### src/design/aiabp_pkg.sv
`timescale 1ns / 1ps
`default_nettype none
// ----------------------------------------------------------------------------
// aiabp_pkg
// Types, codes and character helpers for the auto-base integer parser.
// ----------------------------------------------------------------------------
package aiabp_pkg;

   localparam int unsigned CharWidth  = 8;
   localparam int unsigned ValueWidth = 16;
   localparam int unsigned BaseWidth  = 2;

   localparam logic [CharWidth-1:0] CharNul   = 8'h00;
   localparam logic [CharWidth-1:0] CharSpace = 8'h20;
   localparam logic [CharWidth-1:0] CharTab   = 8'h09;
   localparam logic [CharWidth-1:0] CharCr    = 8'h0d;
   localparam logic [CharWidth-1:0] CharZero  = 8'h30;
   localparam logic [CharWidth-1:0] CharSeven = 8'h37;
   localparam logic [CharWidth-1:0] CharNine  = 8'h39;
   localparam logic [CharWidth-1:0] CharLowA  = 8'h61;
   localparam logic [CharWidth-1:0] CharLowF  = 8'h66;
   localparam logic [CharWidth-1:0] CharUpA   = 8'h41;
   localparam logic [CharWidth-1:0] CharUpF   = 8'h46;
   localparam logic [CharWidth-1:0] CharLowX  = 8'h78;
   localparam logic [CharWidth-1:0] CharUpX   = 8'h58;

   typedef enum logic [1:0] {
      PHASE_BLANK   = 2'd0,
      PHASE_ZERO    = 2'd1,
      PHASE_DIGITS  = 2'd2,
      PHASE_SWALLOW = 2'd3
   } phase_type;

   typedef enum logic [BaseWidth-1:0] {
      RADIX_DEC = 2'd0,
      RADIX_OCT = 2'd1,
      RADIX_HEX = 2'd2
   } radix_type;

   typedef struct packed {
      logic       ok;
      logic [3:0] value;
   } digit_type;

   function automatic logic is_blank(input logic [CharWidth-1:0] c);
      return (c == CharSpace) || (c >= CharTab && c <= CharCr);
   endfunction

   function automatic digit_type decode_digit(input logic [CharWidth-1:0] c,
                                              input radix_type radix);
      digit_type d;
      logic [CharWidth-1:0] off;
      d   = '0;
      off = '0;
      case (radix)
         RADIX_OCT: begin
            if (c >= CharZero && c <= CharSeven) begin
               off = c - CharZero;
               d.ok = 1'b1;
            end
         end
         RADIX_HEX: begin
            if (c >= CharZero && c <= CharNine) begin
               off = c - CharZero;
               d.ok = 1'b1;
            end else if (c >= CharLowA && c <= CharLowF) begin
               off = c - CharLowA + 8'd10;
               d.ok = 1'b1;
            end else if (c >= CharUpA && c <= CharUpF) begin
               off = c - CharUpA + 8'd10;
               d.ok = 1'b1;
            end
         end
         default: begin
            if (c >= CharZero && c <= CharNine) begin
               off = c - CharZero;
               d.ok = 1'b1;
            end
         end
      endcase
      d.value = off[3:0];
      return d;
   endfunction

endpackage
`default_nettype wire

### src/design/aiabp_if.sv
`timescale 1ns / 1ps
`default_nettype none
// ----------------------------------------------------------------------------
// aiabp channel interfaces
// Valid/ready channels for characters in and parsed numbers out.
// ----------------------------------------------------------------------------
interface aiabp_req_if import aiabp_pkg::*; ();
   logic                 valid;
   logic                 ready;
   logic [CharWidth-1:0] char_code;

   modport source (output valid, output char_code, input ready);
   modport sink   (input valid, input char_code, output ready);
endinterface

interface aiabp_rsp_if import aiabp_pkg::*; ();
   logic                  valid;
   logic                  ready;
   logic [ValueWidth-1:0] number_value;
   logic                  ended_by_invalid;
   logic [BaseWidth-1:0]  base_used;

   modport source (output valid, output number_value, output ended_by_invalid,
                   output base_used, input ready);
   modport sink   (input valid, input number_value, input ended_by_invalid,
                   input base_used, output ready);
endinterface
`default_nettype wire

### src/design/ascii_integer_auto_base_parser.sv
`timescale 1ns / 1ps
`default_nettype none
// ----------------------------------------------------------------------------
// ascii_integer_auto_base_parser
// Folds a stream of ASCII characters into 16-bit numbers, picking decimal,
// octal or hex from the prefix.
// ----------------------------------------------------------------------------
//  channel    dir  word
//  req_chan   in   char_code[7:0]
//  rsp_chan   out  number_value[15:0], ended_by_invalid, base_used[1:0]
//
//  one character per cycle unless the output stalls; a result for a number's
//  ending character passes the input register, then the result register
//  the character register advances whenever the result register is empty or
//  being drained, so a stalled output holds at most one further character
//  synchronous reset returns to the whitespace phase, decimal, value zero
// ----------------------------------------------------------------------------
module ascii_integer_auto_base_parser
   import aiabp_pkg::*;
(
   input wire logic   clock,
   input wire logic   reset,
   aiabp_req_if.sink  req_chan,
   aiabp_rsp_if.source rsp_chan
);

   logic                  in_valid_ff, in_valid_in;
   logic [CharWidth-1:0]  in_char_ff;
   phase_type             phase_ff, phase_in;
   radix_type             radix_ff, radix_in;
   logic [ValueWidth-1:0] acc_ff, acc_in;
   logic                  out_valid_ff, out_valid_in;
   logic [ValueWidth-1:0] out_value_ff, out_value_in;
   logic                  out_invalid_ff, out_invalid_in;
   radix_type             out_base_ff, out_base_in;

   logic                  advance;
   logic                  req_take;
   logic                  emit;
   radix_type             step_radix;
   digit_type             dig;
   logic [ValueWidth-1:0] scaled;

   assign advance  = in_valid_ff && (!out_valid_ff || rsp_chan.ready);
   assign req_take = req_chan.valid && req_chan.ready;
   assign req_chan.ready = !in_valid_ff || advance;

   assign in_valid_in = req_take || (in_valid_ff && !advance);

   // radix the digit step runs in: a prefix phase fixes it
   always_comb begin
      case (phase_ff)
         PHASE_ZERO:   step_radix = RADIX_OCT;
         PHASE_DIGITS: step_radix = radix_ff;
         default:      step_radix = RADIX_DEC;
      endcase
   end

   assign dig = decode_digit(in_char_ff, step_radix);

   always_comb begin
      case (step_radix)
         RADIX_OCT: scaled = {acc_ff[ValueWidth-4:0], 3'b000};
         RADIX_HEX: scaled = {acc_ff[ValueWidth-5:0], 4'b0000};
         default:   scaled = {acc_ff[ValueWidth-4:0], 3'b000}
                           + {acc_ff[ValueWidth-2:0], 1'b0};
      endcase
   end

   always_comb begin
      phase_in       = phase_ff;
      radix_in       = radix_ff;
      acc_in         = acc_ff;
      emit           = 1'b0;
      out_value_in   = acc_ff;
      out_invalid_in = 1'b0;
      out_base_in    = step_radix;
      if (advance) begin
         case (phase_ff)
            PHASE_SWALLOW: begin
               if (in_char_ff == CharNul) begin
                  phase_in = PHASE_BLANK;
                  radix_in = RADIX_DEC;
                  acc_in   = '0;
               end
            end
            default: begin
               if (phase_ff == PHASE_ZERO
                   && (in_char_ff == CharLowX || in_char_ff == CharUpX)) begin
                  radix_in = RADIX_HEX;
                  phase_in = PHASE_DIGITS;
               end else if (phase_ff == PHASE_BLANK && is_blank(in_char_ff)) begin
                  phase_in = PHASE_BLANK;
               end else if (phase_ff == PHASE_BLANK && in_char_ff == CharZero) begin
                  acc_in   = '0;
                  phase_in = PHASE_ZERO;
               end else if (in_char_ff == CharNul) begin
                  emit     = 1'b1;
                  phase_in = PHASE_BLANK;
                  radix_in = RADIX_DEC;
                  acc_in   = '0;
               end else if (!dig.ok) begin
                  emit           = 1'b1;
                  out_invalid_in = 1'b1;
                  radix_in       = step_radix;
                  phase_in       = PHASE_SWALLOW;
               end else begin
                  acc_in   = scaled + {{(ValueWidth-4){1'b0}}, dig.value};
                  radix_in = step_radix;
                  phase_in = PHASE_DIGITS;
               end
            end
         endcase
      end
   end

   assign out_valid_in = emit || (out_valid_ff && !rsp_chan.ready);

   always_ff @(posedge clock) begin
      if (reset) begin
         in_valid_ff  <= 1'b0;
         out_valid_ff <= 1'b0;
         phase_ff     <= PHASE_BLANK;
         radix_ff     <= RADIX_DEC;
         acc_ff       <= '0;
      end else begin
         in_valid_ff  <= in_valid_in;
         out_valid_ff <= out_valid_in;
         phase_ff     <= phase_in;
         radix_ff     <= radix_in;
         acc_ff       <= acc_in;
      end
   end

   always_ff @(posedge clock) begin
      if (req_take) begin
         in_char_ff <= req_chan.char_code;
      end
      if (emit) begin
         out_value_ff   <= out_value_in;
         out_invalid_ff <= out_invalid_in;
         out_base_ff    <= out_base_in;
      end
   end

   assign rsp_chan.valid            = out_valid_ff;
   assign rsp_chan.number_value     = out_value_ff;
   assign rsp_chan.ended_by_invalid = out_invalid_ff;
   assign rsp_chan.base_used        = out_base_ff;

endmodule
`default_nettype wire

### src/flat_wrapper.sv
// flat-port wrapper written by rule: the top's interface ports become plain ports
module ascii_integer_auto_base_parser_flat import aiabp_pkg::*;
  (clock, reset, req_chan_valid, req_chan_char_code, req_chan_ready, rsp_chan_valid, rsp_chan_number_value, rsp_chan_ended_by_invalid, rsp_chan_base_used, rsp_chan_ready);
  aiabp_req_if req_chan_i ();
  aiabp_rsp_if rsp_chan_i ();
  input wire logic clock;
  input wire logic reset;
  input wire logic [$bits(req_chan_i.valid)-1:0] req_chan_valid;
  input wire logic [$bits(req_chan_i.char_code)-1:0] req_chan_char_code;
  output wire logic [$bits(req_chan_i.ready)-1:0] req_chan_ready;
  output wire logic [$bits(rsp_chan_i.valid)-1:0] rsp_chan_valid;
  output wire logic [$bits(rsp_chan_i.number_value)-1:0] rsp_chan_number_value;
  output wire logic [$bits(rsp_chan_i.ended_by_invalid)-1:0] rsp_chan_ended_by_invalid;
  output wire logic [$bits(rsp_chan_i.base_used)-1:0] rsp_chan_base_used;
  input wire logic [$bits(rsp_chan_i.ready)-1:0] rsp_chan_ready;
  assign req_chan_i.valid = req_chan_valid;
  assign req_chan_i.char_code = req_chan_char_code;
  assign req_chan_ready = req_chan_i.ready;
  assign rsp_chan_valid = rsp_chan_i.valid;
  assign rsp_chan_number_value = rsp_chan_i.number_value;
  assign rsp_chan_ended_by_invalid = rsp_chan_i.ended_by_invalid;
  assign rsp_chan_base_used = rsp_chan_i.base_used;
  assign rsp_chan_i.ready = rsp_chan_ready;
  ascii_integer_auto_base_parser u_core (.clock(clock), .reset(reset), .req_chan(req_chan_i), .rsp_chan(rsp_chan_i));
endmodule
### config.mk
export PLATFORM = sky130hd
export DESIGN_NAME = ascii_integer_auto_base_parser_flat
export DESIGN_NICKNAME = d
export VERILOG_FILES = /design/src/design/aiabp_pkg.sv /design/src/design/aiabp_if.sv /design/src/design/ascii_integer_auto_base_parser.sv /design/src/flat_wrapper.sv
export SDC_FILE = /design/constraint.sdc
export NUM_CORES = 1
export LEC_CHECK = 0
export BUFFER_PORTS_ARGS = -buffer_cell sky130_fd_sc_hd__buf_2
export CAP_MARGIN = 5
export CELL_PAD_IN_SITES_DETAIL_PLACEMENT = 0
export CELL_PAD_IN_SITES_GLOBAL_PLACEMENT = 1
export CORE_MARGIN = 1
export CORE_UTILIZATION = 41
export DETAILED_ROUTE_END_ITERATION = 16
export GPL_TIMING_DRIVEN = 1
export PLACE_DENSITY = 0.72
export SLEW_MARGIN = 20
export SYNTH_ARGS = -nofsm -noshare
export SYNTH_HDL_FRONTEND = slang
export SYNTH_SLANG_ARGS = --single-unit
### constraint.sdc
create_clock -name clock -period 4.38 [get_ports clock]
set_clock_uncertainty 0.15 [all_clocks]
set_input_delay 0.876 -clock clock [delete_from_list [all_inputs] [get_ports clock]]
set_output_delay 0.876 -clock clock [all_outputs]
set_load 0.02 [all_outputs]
==> reports/qor.csv <==
metric;value;unit
synth.largest_area_cell;edfxtp_1;
n_antenna_cell;0;
tns;0;ns
critPathCaptureType;flop;
avgViaCountPerCell;5.72;
outcome;completed;
gp_congestion;0.818;
period_share;92.9;%
boundaryPins;33;
drcViolationCount;0;
cts_buffers;5;
wirelength;8090;um
rrSetupSlack;0.31;ns
min_from;u_core.acc_ff[15]$_SDFFE_PP0P_;
r2r_start;u_core.in_char_ff[1]$_DFFE_PP_;
cp_max_fo;4;
area_growth;13.0;%
fillCellCount;790;
vias;2906;
grt_max_degree;22;
antenna_found_initial;0;
grt_setup_unrepaired;false;
synth_top_area_share;24.1;%
r2r-end;u_core.acc_ff[10]$_SDFFE_PP0P_;
period_needed;4.07;ns
relSlewSlack;40.9;%
postRouteAntennaNets;0;
nets;444;
leakage;1.54;nW
async_flop_share;0;%
initial_core_util;42.8;%
grt_pass1_wl;13300;um
cts_root_buffer;clkbuf_8;
hold_class;reg2reg;
htree_levels;2;
maxSlewViolCount;0;
firstDrtPassIters;5;
synthTopCellsByCount;a21oi_1, nand2_1, nor2_1, edfxtp_1, ha_1;
insertion_delay;0.30;ns
place_area;3640;um^2
post_drt_wl_per_cell;15.9;um
yosysSeqAreaShare;37.2;%
ctsHoldBuffers;0;
worst_ep_required_time;4.47;ns
hpwl;5870;um
clk_pin_slew;0.09;ns
crit_end;u_core.acc_ff[10]$_SDFFE_PP0P_;
cts.path.max_buffers;2;
synthFlopType;edfxtp_1;
numClockSinks;49;
worstPathArrival;4.16;ns
final_layout_size_suffix_gt1_share;15.8;%
rows;32;
synthCells;371;
ys_top_cells_by_area;edfxtp_1, dfxtp_1, ha_1;
critical_path.startpoint;u_core.in_char_ff[1]$_DFFE_PP_;
numPortBuffers;32;
die-area;8570;um^2
synth_area;3360;um^2
first_global_vias;2682;
die_w;92.6;um
syn_nets;410;
synth_seq_cells;49;
timing_hold_violations_final;0;
synth_area_per_cell;9.06;um^2
drt_iter0_markers;177;
clock.fmax;246;MHz
yosysWarnings;0;
cts_tree;built;
ys_types;65;
critPathKind;reg2reg;
setup_viol;0;
grt_usage;19.5;%
drv_cap;0;
fin_area;3800;um^2
tightestPinTransition;0.886;ns
chipHeight;92.6;um
core_area;7850;um^2
synth_edf_count;27;
overflow;0;
pwr_density_cell;243;nW/um^2
critPathLaunchType;flop;
yosysMostFrequentCell;a21oi_1;
r2r_cells;17;
ir_drop;0.149;mV
[layout by cell type (no fill, tap or decap), types with 4 or more instances in the layout]
cell / count
buf_2: 32
a21oi_1: 30
nand2_1: 29
nor2_1: 29
edfxtp_1: 27
ha_1: 24
dfxtp_1: 22
inv_1: 19
nor3_1: 17
o21ai_0: 13
buf_4: 12
nand3_1: 10
xnor2_1: 10
nand2b_1: 7
a31oi_1: 6
clkbuf_8: 6
a221oi_1: 5
xor2_1: 5
a22o_1: 5
nor4b_1: 5
nor2b_1: 5
nor4_1: 4
o21a_1: 4
a21o_1: 4
o211ai_1: 4
a221o_1: 4
nand3b_1: 4
or3_1: 4
[registers in the layout, indices dropped and copies added, names as in the netlist]
| signal | count |
|---|---|
| u_core.acc_ff | 16 |
| u_core.rsp_chan.number_value | 16 |
| u_core.in_char_ff | 8 |
| u_core.phase_ff | 2 |
| u_core.radix_ff | 2 |
| u_core.rsp_chan.base_used | 2 |
| u_core.in_valid_ff | 1 |
| u_core.rsp_chan.ended_by_invalid | 1 |
| u_core.rsp_chan.valid | 1 |
[worst min path at each step]
stage / depth (start not counted) / slack [ns] / endpoint
final: 0 / 0.29 / u_core.rsp_chan.number_value[15]$_DFFE_PP_
after global routing: 0 / 0.32 / u_core.rsp_chan.number_value[15]$_DFFE_PP_
after CTS: 0 / 0.30 / u_core.rsp_chan.number_value[15]$_DFFE_PP_
after detailed placement: 0 / 0.27 / u_core.rsp_chan.number_value[15]$_DFFE_PP_
after global placement: 0 / 0.28 / u_core.rsp_chan.number_value[15]$_DFFE_PP_
after floorplan: 0 / 0.26 / u_core.rsp_chan.number_value[15]$_DFFE_PP_
[worst max-delay path: stages, from the launching register on]
cell and delay (ns):
edfxtp_1 0.44, buf_4 0.17, ha_1 0.16, nor2b_1 0.12, o311ai_1 0.51, a21o_1 0.20
a32oi_1 0.08, o21ai_2 0.11, inv_1 0.06, ha_1 0.28, a21o_1 0.11, a21oi_1 0.08
or3b_1 0.40, or3_4 0.37, nor3_4 0.21, xnor2_1 0.09, or3_1 0.32, a21oi_2 0.13
[area by class of cell]
cell class                 count  area, um^2  share of cell area, %
multi-input combinational    284        1970                   51.8
sequential                    49        1250                   32.9
timing repair buffer          45         262                   6.89
tap                          102         128                   3.36
clock buffer                   7         108                   2.83
inverter                      20        75.1                   1.98
clock inverter                 1        7.51                  0.198
[per-stage QoR]
stage	utilization [%]	total power [mW]	instances	setup slack (ns)	hold slack, ns
detailed placement	46.4	0.612	496	0.194	0.273
finish	48.4	0.924	508	0.309	0.291
global route	48.4	0.963	508	0.0234	0.318
CTS	47.8	0.935	504	0.138	0.296
floorplan	-	0.582	371	0.0510	0.259
global placement	46.4	0.611	496	0.253	0.278
[report_power, final]
group / switching [mW] / internal [mW]
sequential: 0.0101 / 0.499
combinational: 0.0585 / 0.0365
clock: 0.156 / 0.163
[metal layers]
| layer | vias up | global-route usage, % | wire length (um) |
|---|---|---|---|
| met1 | 1394 | 27.9 | 4200 |
| met4 | 0 | 3.52 | 20 |
| met2 | 57 | 31.3 | 3680 |
| li1 | 1450 | - | - |
| met5 | - | 0 | 0 |
| met3 | 5 | 2.71 | 185 |
[kinds of logic (layout without fill, tap and decap cells)]
group,Yosys count,count (layout),share of synthesized area (%)
flip-flops,49,49,37.2
AO/OA/AOI/OAI,103,103,20.8
multiplexers,3,3,0.893
adder cells (fa/ha/maj),27,27,10.5
XOR/XNOR,15,15,3.91
buffers and inverters,38,73,4.58
AND/OR/NAND/NOR,136,136,22.1
[timing repair]
item / CTS / global route
setup endpoints to repair: 0 / 6
endpoints found under the hold margin: 0 / 0
setup buffers: 0 / 4
resized for setup: 0 / 5
No activity file was read; power rests on OpenSTA's default activity.
